--- config.mk ---
export PLATFORM = sky130hd
export DESIGN_NAME = neighbor_count_grid_smoothing_flat
export DESIGN_NICKNAME = d
export VERILOG_FILES = /design/src/rtl/core/ncgs_pkg.sv /design/src/rtl/core/ncgs_if.sv /design/src/rtl/core/ncgs_cell.sv /design/src/rtl/core/ncgs_stencil.sv /design/src/rtl/core/neighbor_count_grid_smoothing.sv /design/src/flat_wrapper.sv
export SDC_FILE = /design/constraint.sdc
export NUM_CORES = 2
export LEC_CHECK = 0
export BUFFER_PORTS_ARGS = -buffer_cell sky130_fd_sc_hd__buf_4
export CAP_MARGIN = 10
export CELL_PAD_IN_SITES_DETAIL_PLACEMENT = 0
export CELL_PAD_IN_SITES_GLOBAL_PLACEMENT = 1
export CORE_ASPECT_RATIO = 0.7
export CORE_MARGIN = 3
export CORE_UTILIZATION = 50
export CTS_CLUSTER_SIZE = 14
export DETAILED_ROUTE_END_ITERATION = 16
export PLACE_DENSITY_LB_ADDON = 0.1
export SLEW_MARGIN = 20
export SYNTH_ARGS = -nofsm -noshare
export SYNTH_HDL_FRONTEND = slang
export SYNTH_HIERARCHICAL = 1
export SYNTH_SLANG_ARGS = --single-unit
--- constraint.sdc ---
create_clock -name clk -period 54.5 [get_ports clk]
set_input_delay 8.175 -clock clk [delete_from_list [all_inputs] [get_ports clk]]
set_output_delay 8.175 -clock clk [all_outputs]
set_load 0.1 [all_outputs]
--- src/rtl/core/ncgs_pkg.sv ---
// Shared types, cell codes and size constants for the grid smoothing block.
`timescale 1ns / 1ps
package ncgs_pkg;

	// Field widths
	localparam int CELL_W = 2;
	localparam int GRID_W = 9;
	localparam int CNT_W  = 4;

	// Grid size limits and reset value
	localparam int              MAX_SIZE_DEF = 256;
	localparam int              MIN_SIZE     = 2;
	localparam logic [GRID_W-1:0] GRID_RESET = 9'd64;

	// Water count at which a cell keeps its code
	localparam int MAJORITY = 4;

	typedef logic [CELL_W-1:0] cell_t;

	// Cell codes
	localparam cell_t CELL_WATER  = 2'd0;
	localparam cell_t CELL_LAND   = 2'd2;
	localparam cell_t CELL_LOCKED = 2'd3;

	// Which neighbors of the cell under update lie inside the grid
	typedef struct packed {
		logic has_up;
		logic has_down;
		logic has_left;
		logic has_right;
	} bounds_t;

endpackage

--- src/rtl/core/ncgs_if.sv ---
// Valid/ready channel interfaces for incoming cells and smoothed results.
`timescale 1ns / 1ps
interface ncgs_in_if;
	import ncgs_pkg::*;

	logic  valid;
	logic  ready;
	cell_t cell_in;
	logic  flush;

	modport source (output valid, output cell_in, output flush, input ready);
	modport sink (input valid, input cell_in, input flush, output ready);
endinterface

interface ncgs_out_if;
	import ncgs_pkg::*;

	logic  valid;
	logic  ready;
	cell_t cell_out;
	logic  last_cell;

	modport source (output valid, output cell_out, output last_cell, input ready);
	modport sink (input valid, input cell_out, input last_cell, output ready);
endinterface

--- src/rtl/core/ncgs_cell.sv ---
// One element of the row delay chain: holds one original and one updated cell code.
`timescale 1ns / 1ps
module ncgs_cell #(
	parameter int CW  = 9,
	parameter int IDX = 0
) (
	input  logic                  clk,
	input  logic                  en,
	input  logic [CW-1:0]         start_o,
	input  logic [CW-1:0]         start_u,
	input  ncgs_pkg::cell_t       x_new,
	input  ncgs_pkg::cell_t       y_new,
	input  ncgs_pkg::cell_t       prev_o,
	input  ncgs_pkg::cell_t       prev_u,
	output ncgs_pkg::cell_t       orig_q,
	output ncgs_pkg::cell_t       upd_q
);
	import ncgs_pkg::*;

	logic load_o;
	logic load_u;

	// Take the fresh value where the chain entry point sits, else shift from neighbor
	assign load_o = (start_o == CW'(IDX));
	assign load_u = (start_u == CW'(IDX));

	always_ff @(posedge clk) begin
		if (en) begin
			orig_q <= load_o ? x_new : prev_o;
			upd_q  <= load_u ? y_new : prev_u;
		end
	end

endmodule

--- src/rtl/core/ncgs_stencil.sv ---
// 3x3 neighborhood window, water count and smoothing rule for one cell per step.
`timescale 1ns / 1ps
module ncgs_stencil (
	input  logic              clk,
	input  logic              en,
	input  ncgs_pkg::cell_t   x_new,
	input  ncgs_pkg::cell_t   right_x,
	input  ncgs_pkg::cell_t   up_right_y,
	input  ncgs_pkg::bounds_t bnd,
	output ncgs_pkg::cell_t   y_new
);
	import ncgs_pkg::*;

	cell_t cur_q;
	cell_t down_q;
	cell_t down_left_q;
	cell_t up_q;
	cell_t up_left_q;
	cell_t left_q;

	logic [7:0]       water;
	logic [CNT_W-1:0] count;

	// Flag water among in-grid neighbors; row above and left are already updated
	always_comb begin
		water[0] = bnd.has_up   && bnd.has_left  && (up_left_q   == CELL_WATER);
		water[1] = bnd.has_up                    && (up_q        == CELL_WATER);
		water[2] = bnd.has_up   && bnd.has_right && (up_right_y  == CELL_WATER);
		water[3] = bnd.has_left                  && (left_q      == CELL_WATER);
		water[4] = bnd.has_right                 && (right_x     == CELL_WATER);
		water[5] = bnd.has_down && bnd.has_left  && (down_left_q == CELL_WATER);
		water[6] = bnd.has_down                  && (down_q      == CELL_WATER);
		water[7] = bnd.has_down && bnd.has_right && (x_new       == CELL_WATER);
	end

	// Add up the water flags
	always_comb begin
		count = '0;
		for (int b = 0; b < 8; b++) begin
			count = count + CNT_W'(water[b]);
		end
	end

	// Apply the majority rule; locked cells hold
	always_comb begin
		y_new = cur_q;
		if (cur_q != CELL_LOCKED) begin
			if (count < CNT_W'(MAJORITY)) begin
				y_new = CELL_LAND;
			end else if (count > CNT_W'(MAJORITY)) begin
				y_new = CELL_WATER;
			end
		end
	end

	// Advance the window by one column
	always_ff @(posedge clk) begin
		if (en) begin
			cur_q       <= right_x;
			down_left_q <= down_q;
			down_q      <= x_new;
			up_left_q   <= up_q;
			up_q        <= up_right_y;
			left_q      <= y_new;
		end
	end

endmodule

--- src/rtl/core/neighbor_count_grid_smoothing.sv ---
// Top level of the in-place majority smoothing pass over a square grid of cells.
// Throughput: one cell per cycle, limited by the one-step window update, unless stalled.
// Latency: the result for a cell is computed grid_size+1 transfers after the cell's own
// transfer; valid rises from the output register after the input stage, when not stalled.
// Reset: grid_size returns to 64 (clamped to MAX_SIZE) and the pass restarts; the delay
// chain needs no clearing, every value it feeds to the rule is written earlier in the pass.
`timescale 1ns / 1ps
module neighbor_count_grid_smoothing #(
	parameter int MAX_SIZE = ncgs_pkg::MAX_SIZE_DEF
) (
	input  logic                          clk,
	input  logic                          arst_n,
	input  logic                          cfg_we,
	input  logic [ncgs_pkg::GRID_W-1:0]   cfg_wdata,
	ncgs_in_if.sink                       in_ch,
	ncgs_out_if.source                    out_ch
);
	import ncgs_pkg::*;

	localparam int DEPTH = MAX_SIZE;
	localparam int CW    = $clog2(MAX_SIZE + 1);
	localparam int EW    = (CW > GRID_W) ? CW : GRID_W;

	// Clamp a written size into the supported range
	function automatic logic [CW-1:0] clamp_size(input logic [GRID_W-1:0] g);
		logic [EW-1:0] ge;
		ge = EW'(g);
		if (ge < EW'(MIN_SIZE)) begin
			return CW'(MIN_SIZE);
		end else if (ge > EW'(MAX_SIZE)) begin
			return CW'(MAX_SIZE);
		end
		return CW'(ge);
	endfunction

	logic [CW-1:0] size_q;
	logic [CW-1:0] size_m1;
	logic [CW-1:0] start_o;
	logic [CW-1:0] start_u;
	logic [CW-1:0] fill_q;
	logic [CW-1:0] row_q;
	logic [CW-1:0] col_q;
	logic          emit_q;

	logic          valid_s1;
	cell_t         x_s1;
	logic          move_s1;

	logic          out_valid_q;
	cell_t         cell_q;
	logic          last_q;

	cell_t         y_new;
	cell_t         right_x;
	cell_t         up_right_y;
	bounds_t       bnd;
	logic          is_last;

	cell_t         orig_c [DEPTH];
	cell_t         upd_c  [DEPTH];

	// Grid size register
	always_ff @(posedge clk or negedge arst_n) begin
		if (!arst_n) begin
			size_q <= clamp_size(GRID_RESET);
		end else if (cfg_we) begin
			size_q <= clamp_size(cfg_wdata);
		end
	end

	// Chain entry points: originals delayed by n steps, updated cells by n-1
	assign size_m1 = size_q - CW'(1);
	assign start_o = CW'(MAX_SIZE) - size_q;
	assign start_u = start_o + CW'(1);

	// Step the input stage when the result slot is free or the step yields nothing
	assign move_s1     = valid_s1 && (!emit_q || !out_valid_q || out_ch.ready);
	assign in_ch.ready = !valid_s1 || move_s1;

	always_ff @(posedge clk or negedge arst_n) begin
		if (!arst_n) begin
			valid_s1 <= 1'b0;
		end else if (in_ch.ready) begin
			valid_s1 <= in_ch.valid;
		end
	end

	always_ff @(posedge clk) begin
		if (in_ch.valid && in_ch.ready) begin
			x_s1 <= in_ch.cell_in;
		end
	end

	// Pass position: fill phase first, then row and column of the cell under update
	always_ff @(posedge clk or negedge arst_n) begin
		if (!arst_n) begin
			fill_q <= '0;
			row_q  <= '0;
			col_q  <= '0;
			emit_q <= 1'b0;
		end else if (cfg_we) begin
			fill_q <= '0;
			row_q  <= '0;
			col_q  <= '0;
			emit_q <= 1'b0;
		end else if (move_s1) begin
			if (!emit_q) begin
				if (fill_q == size_q) begin
					emit_q <= 1'b1;
					row_q  <= '0;
					col_q  <= '0;
				end else begin
					fill_q <= fill_q + CW'(1);
				end
			end else if (col_q == size_m1) begin
				col_q <= '0;
				if (row_q == size_m1) begin
					emit_q <= 1'b0;
					fill_q <= '0;
					row_q  <= '0;
				end else begin
					row_q <= row_q + CW'(1);
				end
			end else begin
				col_q <= col_q + CW'(1);
			end
		end
	end

	// Neighbor presence from the position of the cell under update
	assign bnd.has_up    = (row_q != '0);
	assign bnd.has_down  = (row_q != size_m1);
	assign bnd.has_left  = (col_q != '0);
	assign bnd.has_right = (col_q != size_m1);
	assign is_last       = (row_q == size_m1) && (col_q == size_m1);

	// Row delay chain of cells
	for (genvar c = 0; c < DEPTH; c++) begin : g_chain
		cell_t prev_o;
		cell_t prev_u;
		if (c == 0) begin : g_head
			assign prev_o = x_s1;
			assign prev_u = y_new;
		end else begin : g_body
			assign prev_o = orig_c[c-1];
			assign prev_u = upd_c[c-1];
		end
		ncgs_cell #(
			.CW  (CW),
			.IDX (c)
		) u_cell (
			.clk     (clk),
			.en      (move_s1),
			.start_o (start_o),
			.start_u (start_u),
			.x_new   (x_s1),
			.y_new   (y_new),
			.prev_o  (prev_o),
			.prev_u  (prev_u),
			.orig_q  (orig_c[c]),
			.upd_q   (upd_c[c])
		);
	end

	assign right_x    = orig_c[DEPTH-1];
	assign up_right_y = upd_c[DEPTH-1];

	// Window and smoothing rule
	ncgs_stencil u_stencil (
		.clk        (clk),
		.en         (move_s1),
		.x_new      (x_s1),
		.right_x    (right_x),
		.up_right_y (up_right_y),
		.bnd        (bnd),
		.y_new      (y_new)
	);

	// Output register: load on a result step, drop after transfer
	always_ff @(posedge clk or negedge arst_n) begin
		if (!arst_n) begin
			out_valid_q <= 1'b0;
		end else if (move_s1 && emit_q) begin
			out_valid_q <= 1'b1;
		end else if (out_ch.ready) begin
			out_valid_q <= 1'b0;
		end
	end

	always_ff @(posedge clk) begin
		if (move_s1 && emit_q) begin
			cell_q <= y_new;
			last_q <= is_last;
		end
	end

	assign out_ch.valid     = out_valid_q;
	assign out_ch.cell_out  = cell_q;
	assign out_ch.last_cell = last_q;

endmodule
--- src/flat_wrapper.sv ---
// flat-port wrapper written by rule: the top's interface ports become plain ports
module neighbor_count_grid_smoothing_flat import ncgs_pkg::*;
#(
	parameter int MAX_SIZE = ncgs_pkg::MAX_SIZE_DEF
)
  (clk, arst_n, cfg_we, cfg_wdata, in_ch_valid, in_ch_cell_in, in_ch_flush, in_ch_ready, out_ch_valid, out_ch_cell_out, out_ch_last_cell, out_ch_ready);
  ncgs_in_if in_ch_i ();
  ncgs_out_if out_ch_i ();
  input  logic clk;
  input  logic arst_n;
  input  logic cfg_we;
  input  logic [ncgs_pkg::GRID_W-1:0] cfg_wdata;
  input wire logic [$bits(in_ch_i.valid)-1:0] in_ch_valid;
  input wire logic [$bits(in_ch_i.cell_in)-1:0] in_ch_cell_in;
  input wire logic [$bits(in_ch_i.flush)-1:0] in_ch_flush;
  output wire logic [$bits(in_ch_i.ready)-1:0] in_ch_ready;
  output wire logic [$bits(out_ch_i.valid)-1:0] out_ch_valid;
  output wire logic [$bits(out_ch_i.cell_out)-1:0] out_ch_cell_out;
  output wire logic [$bits(out_ch_i.last_cell)-1:0] out_ch_last_cell;
  input wire logic [$bits(out_ch_i.ready)-1:0] out_ch_ready;
  assign in_ch_i.valid = in_ch_valid;
  assign in_ch_i.cell_in = in_ch_cell_in;
  assign in_ch_i.flush = in_ch_flush;
  assign in_ch_ready = in_ch_i.ready;
  assign out_ch_valid = out_ch_i.valid;
  assign out_ch_cell_out = out_ch_i.cell_out;
  assign out_ch_last_cell = out_ch_i.last_cell;
  assign out_ch_i.ready = out_ch_ready;
  neighbor_count_grid_smoothing #(.MAX_SIZE(MAX_SIZE)) u_core (.clk(clk), .arst_n(arst_n), .cfg_we(cfg_we), .cfg_wdata(cfg_wdata), .in_ch(in_ch_i), .out_ch(out_ch_i));
endmodule
==> summary.txt <==
Logic synthesis
  • Most used DFF post-synth: edfxtp_1
  • Synth Instances: around 4000
  • Adder-Cell Fraction of Synth Area: 0.333%
  • Synthesized area per cell: 15.3 sq um
  • XOR/XNOR Fraction of Synth Area: 0.676%
  • Fraction of registers with async set or reset after synthesis: 3.61%
  • Cell area after synthesis: roughly 60000 sq um
  • Post-Synth Simple-Gate Area: 26.0%
  • EDFF count, synth: 1041
  • Syn Nets: 4066
  • Number of synthesized register bits: 1080
  • Synth cell types: 83
  • Compound-Gate Fraction of Synth Area: 1.05%
  • Largest family of logic cells by synthesized area: simple AND/OR/NAND/NOR gates
  • Sequential element share of the synthesized area: about 52%
  • Total number of yosys warnings: 6
  • Share of synthesized area spent on multiplexers: 19.2%

Timing
  • Fmax: about 58 MHz
  • Layout Skew: roughly 0.022 ns
  • Post-layout min period: 17.12 ns
  • Final Hold Vio Count: 0
  • Slew HR: 27.2%
  • Fin crit share: between 30% and 40%
  • Total negative slack: 0 ns
  • Setup Viol. Count Final: 0
  • Slew Viols, Final: 0
  • RSZ-0062 raised after global routing: no
  • Worst-margin pin slew: 1.09 ns

Detailed routing
  • DR WL/cell: 23.2 um
  • DRC Markers: 0
  • Detailed Route Iter0 Violations: 2986
  • DR pass1 iterations: 5
  • DR vias/cell: around 6.4
  • DRT antenna net count: 0
  • Total number of vias: approximately 38000
  • Post-Route WL: 138 mm

Finish
  • Area delta synth->final: 10.8%
  • # fillers: roughly 9800
  • Most frequent cells in the layout: edfxtp_1 (1041), mux2_2 (826), nand4b_1 (295)
  • Fraction of layout cells with a size suffix above 1: 37.4%
  • Post-route core utilization: 56.0%
  • Most common cell after layout, fill and taps aside: edfxtp_1
  • Nets@finish: approximately 4300

Job
  • Number of max-cap violations: 0

Clock tree
  • H-Tree Depth: 3
  • Buffer count from post-CTS setup fixing: 0
  • TritonCTS clock tree: done
  • Clock root buffer master: clkbuf_16
  • Clock latency on the worst-skew pair: roughly 0.73 ns
  • CTS Sinks: 1080
  • Clock Tree Buf Depth: 3
  • Clk pin slew, worst setup/hold paths: around 0.06 ns
  • Hold-fix buffer count after cts: 0
  • Resized Gates After CTS: 0
  • TritonCTS buffer count: 112

Worst setup path
  • CP Capture Type: output port
  • CP arrival: 8.95 ns
  • Worst-path maximum fanout: 4
  • CP Launch Type: input pin
  • Critical path class: in -> out
  • Worst endpoint required time: between 40 and 50 ns

GRT
  • Gr usage total: between 20% and 30%
  • Largest net degree at the start of global routing: 187
  • Initial antenna violation count: 0
  • Number of global-route vias before repair: 39100
  • GR Overflow Total: 0
  • Global-route wire length before repair: 227 mm

Floorplan
  • Die Ht: 300 um
  • Die Width: 426 um
  • Ports: 22
  • FP Rows: 107
  • Area of the die: between 100000 and 150000 sq um
  • Core ar.: 122000 sq um
  • Starting Density: 50.5%

Placed design
  • Number of port buffers: 20
  • RD Place Congestion: 0.748
  • Hpwl dp: 60.0 mm

Power
  • Leak Pwr: 0.0213 uW
  • Peak VDD IR: around 28 uV
  • PwrDens: between 30 and 40 nW/um^2

Worst hold path
  • Worst hold path type: reg -> reg

Run status
  • Status: finished, final reports clean
[registers in the layout, indices dropped and copies added (netlist names), 9 cells and up]
name / flops
u_core/size_q: 9
u_core/g_chain.u_cell/orig_q: 512
u_core/fill_q: 9
u_core/col_q: 9
u_core/g_chain.u_cell/upd_q: 512
u_core/row_q: 9
[cell type report]
class	count	area, sq um	share of cell area [%]
antenna	1	2.50	0.00367
clock buffer	138	3050	4.46
clock inverter	69	531	0.777
inverter	25	116	0.170
multi-input combinational	2908	29400	43.0
sequential	1080	32200	47.2
tap	1635	2050	3.00
timing repair buffer	104	931	1.36
[where the power goes]
part           total, uW  internal, uW  leakage [uW]  switching (uW)
sequential          1030          1000        0.0107            23.4
clock                760           431       0.00175             329
combinational        557           188       0.00890             369
total               2340          1620        0.0213             722
[critical path, stage by stage]
cell     delay [ns]
buf_4          0.11
nor2b_1        0.22
nand3_1        0.16
buf_4          0.29
[synth_stat cells (all sizes together) (3+ instances only)]
library cell,instances,area share (%)
nor4,108,2.0
nand3b,125,1.5
o31ai,3,0.037
or3b,47,0.67
nor2,54,0.34
a31oi,4,0.041
ha,10,0.20
nand4b,296,4.2
a21oi,21,0.18
nand4,73,0.74
o211ai,4,0.049
or2,4,0.041
xnor2,28,0.41
a211oi,9,0.13
nand2,85,0.52
clkbuf,13,0.079
dfrtp,38,1.5
and3,10,0.10
o21ai,19,0.18
or3,9,0.10
xor2,11,0.16
or4b,31,0.66
nand4bb,94,1.7
nor4b,248,6.3
and3b,9,0.13
o311a,5,0.081
and4b,10,0.16
a21boi,3,0.037
xnor3,3,0.11
nor3,102,0.84
mux2,1027,19
buf,9,0.10
nand2b,5,0.051
nor2b,5,0.051
o22ai,5,0.051
edfxtp,1041,51
or4,56,0.93
inv,25,0.15
nand3,76,0.63
nor3b,176,2.1
and4bb,84,1.7
fa,4,0.13
nor4bb,25,0.41
[final timing paths]
path	depth (start not counted)	start	slack, ns	end
max	4	out_ch_ready	37.38	in_ch_ready
min in group asynchronous	1	arst_n	7.43	u_core/emit_q
max reg2reg	19	u_core/size_q[0]	46.34	u_core/g_chain[150].u_cell/upd_q[1]
min	0	u_core/u_stencil/up_q[0]	0.45	u_core/u_stencil/up_left_q[0]
max in group asynchronous	1	arst_n	46.66	u_core/size_q[0]
min reg2reg	0	u_core/u_stencil/up_q[0]	0.45	u_core/u_stencil/up_left_q[0]
[logic make-up (layout without fill, tap and decap cells)]
logic type      after synthesis  in the layout
fa+ha+maj                    14             14
compound gates               91             91
other cells                   0              1
buf+inv                      47            336
simple gates               1733           1733
xor+xnor                     42             42
mux                        1028           1028
flops                      1080           1080
[layer usage]
layer,track usage [%],routed length (um),vias up
li1,-,-,17600
met1,33.6,70700,19900
met2,31.9,60100,665
met3,2.99,5160,160
met4,4.24,2100,0
met5,0,0,-
[through the flow]
step / area [sq um] / hold slack, ns / cells / power [uW] / setup slack, ns
finish: 68300 / 0.448 / 5960 / 2340 / 37.38
global route: 68300 / 0.457 / 5959 / 2450 / 37.26
CTS: 68300 / 0.448 / 5959 / 2370 / 37.38
detailed placement: 64700 / 0.436 / 5752 / 1600 / 37.39
global placement: 64700 / 0.432 / 5752 / 1590 / 37.39
floorplan: 61600 / 0.427 / 4035 / 1540 / 1.75
(Power assumes the default switching activity.)
